### src/rtl/ttd_pkg.sv
package ttd_pkg;

  // Event kinds carried on the op field.
  typedef enum logic [1:0] {
    OP_SYNC  = 2'd0,
    OP_KEY   = 2'd1,
    OP_ABS   = 2'd2,
    OP_OTHER = 2'd3
  } op_t;

  // Configuration register indexes.
  typedef enum logic [2:0] {
    REG_SWAP_AXES       = 3'd0,
    REG_OFFSET_X        = 3'd1,
    REG_OFFSET_Y        = 3'd2,
    REG_SCALE_X         = 3'd3,
    REG_SCALE_Y         = 3'd4,
    REG_BOUNCE_MS       = 3'd5,
    REG_DOUBLE_CLICK_MS = 3'd6,
    REG_CALIBRATING     = 3'd7
  } cfg_index_t;

  localparam int CfgDataW = 24;

  // Key codes that drive the touched flag.
  localparam logic [9:0] KeyTouch = 10'd330;
  localparam logic [9:0] KeyLeft  = 10'd272;

  // Both coordinate distances must stay below this for a double click.
  localparam logic signed [16:0] NearLimit = 17'sd20;

  // Depth of both queues; also bounds the clicks in flight in the back end.
  localparam int FifoDepth = 8;
  localparam int FifoIdxW  = $clog2(FifoDepth);
  localparam int FifoCntW  = $clog2(FifoDepth + 1);

  // Reset values of the configuration registers.
  localparam logic [23:0] ScaleReset  = 24'd65536;
  localparam logic [15:0] BounceReset = 16'd300;
  localparam logic [15:0] DblReset    = 16'd500;

  // Live configuration, shared by the front and back ends.
  typedef struct packed {
    logic               swap_axes;
    logic signed [15:0] offset_x;
    logic signed [15:0] offset_y;
    logic [23:0]        scale_x;
    logic [23:0]        scale_y;
    logic [15:0]        bounce_ms;
    logic [15:0]        double_click_ms;
    logic               calibrating;
  } cfg_t;

  // One queue entry: a coordinate pair and a flag. In the middle queue the
  // pair is raw and the flag marks a click inside the double-click window;
  // in the result queue the pair is final and the flag is the double click.
  typedef struct packed {
    logic signed [15:0] x;
    logic signed [15:0] y;
    logic               flag;
  } entry_t;

endpackage

### src/rtl/touch_event_tap_detector_top.sv
// Touch tap detector: takes one touch event per clock while full is low and
// turns each debounced release into a click with scaled coordinates (raw
// while calibrating) and a double-click flag. The front end classifies an
// event in the cycle it is accepted and queues the click; the back end
// offsets, scales (one 17 by 24 multiply per axis), saturates and compares
// against the previous click in a three-stage pipeline (s1, s2, s3) that
// feeds the result queue. Both sides sustain one beat per cycle unless a
// queue backs up; full rises only when the eight-entry click queue backs up
// behind the result queue. Configuration writes are taken in any cycle
// (cfg_ready is always high) and must only be issued while the block is idle.
module touch_event_tap_detector_top (
  input  logic               clk,
  input  logic               rst,
  input  logic               cfg_valid,
  output logic               cfg_ready,
  input  logic [2:0]         cfg_index,
  input  logic [23:0]        cfg_data,
  input  logic               push,
  output logic               full,
  input  logic [1:0]         op,
  input  logic [9:0]         event_code,
  input  logic signed [15:0] event_value,
  input  logic [31:0]        time_ms,
  output logic               empty,
  input  logic               pop,
  output logic signed [15:0] click_x,
  output logic signed [15:0] click_y,
  output logic               double_click
);

  ttd_pkg::cfg_t                 cfg;
  logic                          accept;
  logic                          click_push;
  ttd_pkg::entry_t               click_data;
  logic                          req_pop;
  logic                          req_empty;
  logic                          req_full;
  ttd_pkg::entry_t               req_data;
  logic [ttd_pkg::FifoCntW-1:0]  req_count;
  logic                          res_push;
  ttd_pkg::entry_t               res_data;
  logic                          res_pop;
  logic                          res_full;
  ttd_pkg::entry_t               res_head;
  logic [ttd_pkg::FifoCntW-1:0]  res_count;

  assign cfg_ready = 1'b1;
  assign accept    = push && !full;
  assign full      = req_full;
  assign res_pop   = pop && !empty;

  assign click_x      = res_head.x;
  assign click_y      = res_head.y;
  assign double_click = res_head.flag;

  // Configuration registers.
  always_ff @(posedge clk) begin
    if (rst) begin
      cfg.swap_axes       <= 1'b0;
      cfg.offset_x        <= '0;
      cfg.offset_y        <= '0;
      cfg.scale_x         <= ttd_pkg::ScaleReset;
      cfg.scale_y         <= ttd_pkg::ScaleReset;
      cfg.bounce_ms       <= ttd_pkg::BounceReset;
      cfg.double_click_ms <= ttd_pkg::DblReset;
      cfg.calibrating     <= 1'b0;
    end else if (cfg_valid && cfg_ready) begin
      unique case (ttd_pkg::cfg_index_t'(cfg_index))
        ttd_pkg::REG_SWAP_AXES:       cfg.swap_axes       <= cfg_data[0];
        ttd_pkg::REG_OFFSET_X:        cfg.offset_x        <= cfg_data[15:0];
        ttd_pkg::REG_OFFSET_Y:        cfg.offset_y        <= cfg_data[15:0];
        ttd_pkg::REG_SCALE_X:         cfg.scale_x         <= cfg_data;
        ttd_pkg::REG_SCALE_Y:         cfg.scale_y         <= cfg_data;
        ttd_pkg::REG_BOUNCE_MS:       cfg.bounce_ms       <= cfg_data[15:0];
        ttd_pkg::REG_DOUBLE_CLICK_MS: cfg.double_click_ms <= cfg_data[15:0];
        ttd_pkg::REG_CALIBRATING:     cfg.calibrating     <= cfg_data[0];
        default: begin
        end
      endcase
    end
  end

  ttd_front u_front (
    .clk         (clk),
    .rst         (rst),
    .cfg         (cfg),
    .accept      (accept),
    .op          (op),
    .event_code  (event_code),
    .event_value (event_value),
    .time_ms     (time_ms),
    .click_push  (click_push),
    .click_data  (click_data)
  );

  ttd_fifo u_req_fifo (
    .clk      (clk),
    .rst      (rst),
    .wr_en    (click_push),
    .wr_data  (click_data),
    .rd_en    (req_pop),
    .rd_data  (req_data),
    .count    (req_count),
    .is_full  (req_full),
    .is_empty (req_empty)
  );

  ttd_back u_back (
    .clk       (clk),
    .rst       (rst),
    .cfg       (cfg),
    .req_empty (req_empty),
    .req_data  (req_data),
    .req_pop   (req_pop),
    .res_count (res_count),
    .res_push  (res_push),
    .res_data  (res_data)
  );

  ttd_fifo u_res_fifo (
    .clk      (clk),
    .rst      (rst),
    .wr_en    (res_push),
    .wr_data  (res_data),
    .rd_en    (res_pop),
    .rd_data  (res_head),
    .count    (res_count),
    .is_full  (res_full),
    .is_empty (empty)
  );

endmodule

### src/rtl/ttd_fifo.sv
module ttd_fifo (
  input  logic                          clk,
  input  logic                          rst,
  input  logic                          wr_en,
  input  ttd_pkg::entry_t               wr_data,
  input  logic                          rd_en,
  output ttd_pkg::entry_t               rd_data,
  output logic [ttd_pkg::FifoCntW-1:0]  count,
  output logic                          is_full,
  output logic                          is_empty
);

  ttd_pkg::entry_t                 mem [ttd_pkg::FifoDepth];
  logic [ttd_pkg::FifoIdxW-1:0]    wr_ptr;
  logic [ttd_pkg::FifoIdxW-1:0]    rd_ptr;

  assign is_full  = (count == ttd_pkg::FifoCntW'(ttd_pkg::FifoDepth));
  assign is_empty = (count == '0);
  assign rd_data  = mem[rd_ptr];

  // Pointers and fill count.
  always_ff @(posedge clk) begin
    if (rst) begin
      wr_ptr <= '0;
      rd_ptr <= '0;
      count  <= '0;
    end else begin
      if (wr_en) begin
        wr_ptr <= wr_ptr + 1'b1;
      end
      if (rd_en) begin
        rd_ptr <= rd_ptr + 1'b1;
      end
      if (wr_en && !rd_en) begin
        count <= count + 1'b1;
      end else if (rd_en && !wr_en) begin
        count <= count - 1'b1;
      end
    end
  end

  // Entry storage.
  always_ff @(posedge clk) begin
    if (wr_en) begin
      mem[wr_ptr] <= wr_data;
    end
  end

endmodule

### src/rtl/ttd_front.sv
module ttd_front (
  input  logic               clk,
  input  logic               rst,
  input  ttd_pkg::cfg_t      cfg,
  input  logic               accept,
  input  logic [1:0]         op,
  input  logic [9:0]         event_code,
  input  logic signed [15:0] event_value,
  input  logic [31:0]        time_ms,
  output logic               click_push,
  output ttd_pkg::entry_t    click_data
);

  logic signed [15:0] cur_x;
  logic signed [15:0] cur_y;
  logic               pressed;
  logic [31:0]        prev_click_time;
  logic               have_prev_click;

  ttd_pkg::op_t       op_kind;
  logic [31:0]        elapsed;
  logic               debounce_ok;
  logic               in_window;
  logic               to_y;
  logic               is_key;

  assign op_kind = ttd_pkg::op_t'(op);
  assign elapsed = time_ms - prev_click_time;
  assign to_y    = (event_code == '0) != cfg.swap_axes;
  assign is_key  = (event_code == ttd_pkg::KeyTouch) || (event_code == ttd_pkg::KeyLeft);

  // Release classification: debounce and double-click window on raw time.
  always_comb begin
    debounce_ok = !have_prev_click || (elapsed >= {16'd0, cfg.bounce_ms});
    in_window   = have_prev_click && (elapsed < {16'd0, cfg.double_click_ms});
    click_push  = accept && (op_kind == ttd_pkg::OP_SYNC) && !pressed && debounce_ok;
    click_data.x    = cur_x;
    click_data.y    = cur_y;
    click_data.flag = in_window;
  end

  // Touch state, updated by each accepted beat.
  always_ff @(posedge clk) begin
    if (rst) begin
      cur_x           <= '0;
      cur_y           <= '0;
      pressed         <= 1'b0;
      prev_click_time <= '0;
      have_prev_click <= 1'b0;
    end else if (accept) begin
      unique case (op_kind)
        ttd_pkg::OP_ABS: begin
          if (to_y) begin
            cur_y <= event_value;
          end else begin
            cur_x <= event_value;
          end
        end
        ttd_pkg::OP_KEY: begin
          if (is_key) begin
            pressed <= (event_value != '0);
          end
        end
        ttd_pkg::OP_SYNC: begin
          if (click_push) begin
            prev_click_time <= time_ms;
            have_prev_click <= 1'b1;
          end
        end
        default: begin
        end
      endcase
    end
  end

endmodule

### src/rtl/ttd_back.sv
module ttd_back (
  input  logic                          clk,
  input  logic                          rst,
  input  ttd_pkg::cfg_t                 cfg,
  input  logic                          req_empty,
  input  ttd_pkg::entry_t               req_data,
  output logic                          req_pop,
  input  logic [ttd_pkg::FifoCntW-1:0]  res_count,
  output logic                          res_push,
  output ttd_pkg::entry_t               res_data
);

  // Stage one: offset applied, split into sign and magnitude.
  typedef struct packed {
    logic               neg_x;
    logic [16:0]        mag_x;
    logic               neg_y;
    logic [16:0]        mag_y;
    logic signed [15:0] raw_x;
    logic signed [15:0] raw_y;
    logic               win;
  } mag_stage_t;

  // Stage two: Q8.16 products with the fraction dropped.
  typedef struct packed {
    logic               neg_x;
    logic [24:0]        prod_x;
    logic               neg_y;
    logic [24:0]        prod_y;
    logic signed [15:0] raw_x;
    logic signed [15:0] raw_y;
    logic               win;
  } prod_stage_t;

  mag_stage_t        s1;
  prod_stage_t       s2;
  ttd_pkg::entry_t   s3;
  logic              v1;
  logic              v2;
  logic              v3;
  logic signed [15:0] prev_click_x;
  logic signed [15:0] prev_click_y;

  logic signed [16:0] sum_x;
  logic signed [16:0] sum_y;
  logic [40:0]        full_x;
  logic [40:0]        full_y;
  logic [1:0]         in_flight;
  logic [ttd_pkg::FifoCntW:0] occupancy;
  logic signed [16:0] dx;
  logic signed [16:0] dy;
  logic               near;

  // Saturate a sign and truncated magnitude to a signed 16-bit value.
  function automatic logic signed [15:0] saturate(input logic neg, input logic [24:0] p);
    logic [24:0] negated;
    negated = 25'd0 - p;
    if (neg) begin
      saturate = (p > 25'd32768) ? 16'sh8000 : negated[15:0];
    end else begin
      saturate = (p > 25'd32767) ? 16'sh7fff : p[15:0];
    end
  endfunction

  // Issue a request only when the result queue can hold every click in flight.
  always_comb begin
    in_flight = 2'({1'b0, v1} + {1'b0, v2} + {1'b0, v3});
    occupancy = {1'b0, res_count} + (ttd_pkg::FifoCntW + 1)'(in_flight);
    req_pop   = !req_empty && (occupancy < (ttd_pkg::FifoCntW + 1)'(ttd_pkg::FifoDepth));
  end

  // Offset sums, wide enough for any pair of 16-bit operands, and full scale products.
  always_comb begin
    sum_x  = 17'(req_data.x) + 17'(cfg.offset_x);
    sum_y  = 17'(req_data.y) + 17'(cfg.offset_y);
    full_x = 41'(s1.mag_x) * 41'(cfg.scale_x);
    full_y = 41'(s1.mag_y) * 41'(cfg.scale_y);
  end

  // Double-click test against the previous emitted click.
  always_comb begin
    dx       = 17'(s3.x) - 17'(prev_click_x);
    dy       = 17'(s3.y) - 17'(prev_click_y);
    near     = (dx < ttd_pkg::NearLimit) && (dx > -ttd_pkg::NearLimit)
            && (dy < ttd_pkg::NearLimit) && (dy > -ttd_pkg::NearLimit);
    res_push = v3;
    res_data.x    = s3.x;
    res_data.y    = s3.y;
    res_data.flag = s3.flag && near;
  end

  // Stage valid bits.
  always_ff @(posedge clk) begin
    if (rst) begin
      v1 <= 1'b0;
      v2 <= 1'b0;
      v3 <= 1'b0;
    end else begin
      v1 <= req_pop;
      v2 <= v1;
      v3 <= v2;
    end
  end

  // Pipeline payload and the last emitted coordinates.
  always_ff @(posedge clk) begin
    s1.neg_x <= sum_x[16];
    s1.mag_x <= sum_x[16] ? 17'(17'd0 - sum_x) : sum_x;
    s1.neg_y <= sum_y[16];
    s1.mag_y <= sum_y[16] ? 17'(17'd0 - sum_y) : sum_y;
    s1.raw_x <= req_data.x;
    s1.raw_y <= req_data.y;
    s1.win   <= req_data.flag;

    s2.neg_x  <= s1.neg_x;
    s2.prod_x <= full_x[40:16];
    s2.neg_y  <= s1.neg_y;
    s2.prod_y <= full_y[40:16];
    s2.raw_x  <= s1.raw_x;
    s2.raw_y  <= s1.raw_y;
    s2.win    <= s1.win;

    s3.x    <= cfg.calibrating ? s2.raw_x : saturate(s2.neg_x, s2.prod_x);
    s3.y    <= cfg.calibrating ? s2.raw_y : saturate(s2.neg_y, s2.prod_y);
    s3.flag <= s2.win;

    if (v3) begin
      prev_click_x <= s3.x;
      prev_click_y <= s3.y;
    end
  end

endmodule

### config.mk
export PLATFORM = sky130hd
export DESIGN_NAME = touch_event_tap_detector_top
export DESIGN_NICKNAME = d
export VERILOG_FILES = /design/src/rtl/ttd_pkg.sv /design/src/rtl/touch_event_tap_detector_top.sv /design/src/rtl/ttd_fifo.sv /design/src/rtl/ttd_front.sv /design/src/rtl/ttd_back.sv
export SDC_FILE = /design/constraint.sdc
export NUM_CORES = 2
export LEC_CHECK = 0
export ABC_AREA = 1
export ABC_CLOCK_PERIOD_IN_PS = 6250
export BUFFER_PORTS_ARGS = -buffer_cell sky130_fd_sc_hd__buf_2
export CAP_MARGIN = 20
export CORE_MARGIN = 10
export CORE_UTILIZATION = 47
export DETAILED_ROUTE_END_ITERATION = 6
export GPL_ROUTABILITY_DRIVEN = 0
export SYNTH_ARGS = -nofsm -noshare
export SYNTH_HDL_FRONTEND = slang
export SYNTH_SLANG_ARGS = --single-unit
### constraint.sdc
create_clock -name clk -period 6.25 [get_ports clk]
set_input_delay 1.25 -clock clk [delete_from_list [all_inputs] [get_ports clk]]
set_output_delay 1.25 -clock clk [all_outputs]
set_load 0.005 [all_outputs]
==> flow_summary.toml <==
[critical_path]
slowest_delay_ns = 0.67
r2r_setup_slack_ns = 0.29
crit_top_cell = "fa_1"
worstSetupPathType = "register to register"
cp-end-kind = "register"
slowest_stage = "dfxtp_1"
cp_data_required_time_ns = 6.87
crit_fanout = 13
critical_path_arrival_ns = 6.58
path_cells = "nand2_1 -> fa_1 -> fa_1 -> inv_1 -> fa_1 -> fa_1 -> fa_1 -> inv_1 -> fa_1 -> inv_1 -> ha_1 -> nand2_1 -> nor2_1 -> or3b_2 -> o21ai_0 -> buf_4 -> nand2_1 -> nand2_1 -> a21oi_1 -> xnor2_1"
startpoint_type = "register"

[place]
dpl_cell_area_mm2 = 0.0715
dp_hpwl_mm = 134
io_buffers = 126

[grt]
grt_max_degree = 104
grt_overflow = 0
grt_pass1_vias = 52600
track_usage_pct = 22.3
grt_pass1_wl_mm = 290
antenna_found_initial = 1

[yosys]
synth_top_family_by_area = "adder cells"
syn-instance-count = 7962
synth_compound_area_share_pct = 8.23
synth_nets = 9085
synthesis.area_mm2 = 0.0684
synthArstFlopShare_pct = 0
yosysUniqueCellTypes = 58
synthFlopType = "edfxtp_1"
seq_area_frac_synth_pct = 36.2
post_synth.cell_area_avg_um2 = 8.59
synth_mux_area_share_pct = 0
ys_seq_elements = 956
synth-xor-area-share_pct = 1.92
synthSimpleGateAreaFrac_pct = 16.9
ys_warn_count = 0
synth_edf_count = 560
synthAdderAreaFrac_pct = 26.1

[final_layout]
final_cell_mix = "inv_1 (1581), nand2_1 (1509), nor2_1 (961)"
drive_gt1_share_pct = 7.26
fillCellCount = 13300
syn_to_final_growth_pct = 9.87
nets = 9143
final_common_cell = "inv_1"
stdcell_area_mm2 = 0.0752

[clock_tree]
hold_buffers = 0
h-tree-depth = 3
clock_path_buffers = 3
cts-buffers-inserted = 102
root_buffer = "clkbuf_16"
clock_sink_count = 956
clk_pin_slew_worst_paths_ns = 0.06
cts_tree = "done"
insertion_delay_ns = 0.74

[pwr]
p_sw_mw = 12.8
clockPowerShare_pct = 21.8
internal_power_mw = 16.2
power_leakage_nw = 36.3
power.density_mw_per_mm2 = 385
switching_share_pct = 44.3
finalPower_mw = 29.0
pwr-share-comb_pct = 46.7
ir_drop_mv = 0.247
seq_power_share_pct = 31.5

[sta]
skew_ns = 0.0258
rsz0062_at_grt = "no"
fin_crit_ns = 5.96
report.final.slew_viol_count = 0
finalSetupTns_ns = 0
tightest_slew_ns = 1.10
finalCritPeriodShare_pct = 95.3
hold_viol_final = 0
fmax_ghz = 0.168
max-slew-margin-rel_pct = 26.2
setup_viol = 0

[drt]
vias = 52100
firstDrtPassIters = 6
wirelength_mm = 181
final_antenna_net_count = 0
via_per_inst = 5.20
initialDrtViolationCount = 3950
wire_per_inst_um = 18.1
drc = 0

[die]
dieArea_mm2 = 0.161
floorplan.rows = 139
initial_utilization_pct = 47.5
chipHeight_um = 402
core-area_mm2 = 0.144
io-pin-count = 128
die_x_um = 402

[flow_run]
drv_cap = 0

[worst_hold_path]
hp-class = "register to register"

[run_status]
outcome = "completed"
[layout make-up]
type | count | area (µm²) | share of cell area (%)
Sequential cell | 956 | 24800 | 33.0
Inverter | 1599 | 6010 | 7.99
Timing Repair Buffer | 282 | 1900 | 2.53
Antenna cell | 2 | 5.00 | 0.00666
Clock inverter | 56 | 596 | 0.792
Multi-Input combinational cell | 5079 | 36500 | 48.6
Clock buffer | 136 | 2980 | 3.96
Tap cell | 1903 | 2380 | 3.17
[synthesized netlist by cell type, types with 86 or more instances]
cell | instances | area [µm²]
o21ai_0 | 491 | 2460
xor2_1 | 127 | 1110
nand2_1 | 1509 | 5660
fa_1 | 662 | 13300
nand3_1 | 156 | 781
a21oi_1 | 292 | 1460
edfxtp_1 | 560 | 16800
ha_1 | 369 | 4620
clkbuf_1 | 311 | 1170
nor2_1 | 977 | 3670
inv_1 | 1588 | 5960
dfxtp_1 | 396 | 7930
a31oi_1 | 86 | 538
[path summary, 6_finish.rpt]
kind	start	end	depth (start not counted)
worst max-delay path	u_back.s1[67]	u_back.s2[72]	20
worst min register to register	u_back.s1[16]	u_back.s2[16]	0
worst min-delay path	u_back.s1[16]	u_back.s2[16]	0
worst max register to register	u_back.s1[67]	u_back.s2[72]	20
[timing repair]
| item | 4_1_cts | 5_1_grt |
|---|---|---|
| endpoints found under the setup margin | 0 | 17 |
| resized for setup | 0 | 33 |
| buffers inserted | 0 | 0 |
[per-layer routing]
metal  track usage [%]  share of wire [%]
met5                 0                  0
met4              7.19                3.2
met3              3.34                6.4
met2              36.3                 46
met1              30.6                 45
[logic make-up (layout without fill, tap and decap cells)]
| kind of cell | after synthesis | in the layout |
|---|---|---|
| adders and majority gates | 1031 | 1031 |
| buffers and inverters | 1927 | 2073 |
| xor gates and xnor gates | 150 | 150 |
| and+or+nand+nor | 2863 | 2863 |
| other | 1 | 3 |
| DFF | 956 | 956 |
| AOI/OAI and AO/OA | 1034 | 1034 |
[metrics by stage]
stage	hold slack [ns]	util, %	setup slack, ns	std cells
after global routing	0.327	52.1	0.00158	10000
after CTS	0.322	52.1	0.240	10000
after floorplan	0.310	-	0.337	7962
after detailed placement	0.312	49.6	0.236	9818
after global placement	0.313	49.6	0.292	9818
final	0.324	52.1	0.293	10000
[worst max-delay path, delay by kind of cell, from the launching register on]
kind | cells | cell delay (ns)
AOI/OAI and AO/OA | 2 | 0.37
and+or+nand+nor | 6 | 1.00
xor gates and xnor gates | 1 | 0.21
adders and majority gates | 7 | 3.25
buffers and inverters | 4 | 0.34
DFF | 1 | 0.67
[flip-flops by register name (all words and copies together) (netlist names), 16 cells and up, named ones only]
signal / flops
u_back.s2: 85
u_back.s1: 69
u_back.res_data: 32
u_res_fifo.mem: 264
u_front.cur_y: 16
cfg: 114
u_back.prev_click_x: 16
u_front.prev_click_time: 32
u_back.prev_click_y: 16
u_front.cur_x: 16
u_req_fifo.mem: 264
[power by group through the flow]
stage	clock network [mW]	logic (mW)	registers (mW)
floorplan	0	9.81	8.42
global placement	0	13.3	9.18
detailed placement	0	13.4	9.21
CTS	6.43	13.5	9.08
global route	6.66	15.5	9.21
finish	6.31	13.5	9.12
Power figures use the tool's default switching activity.
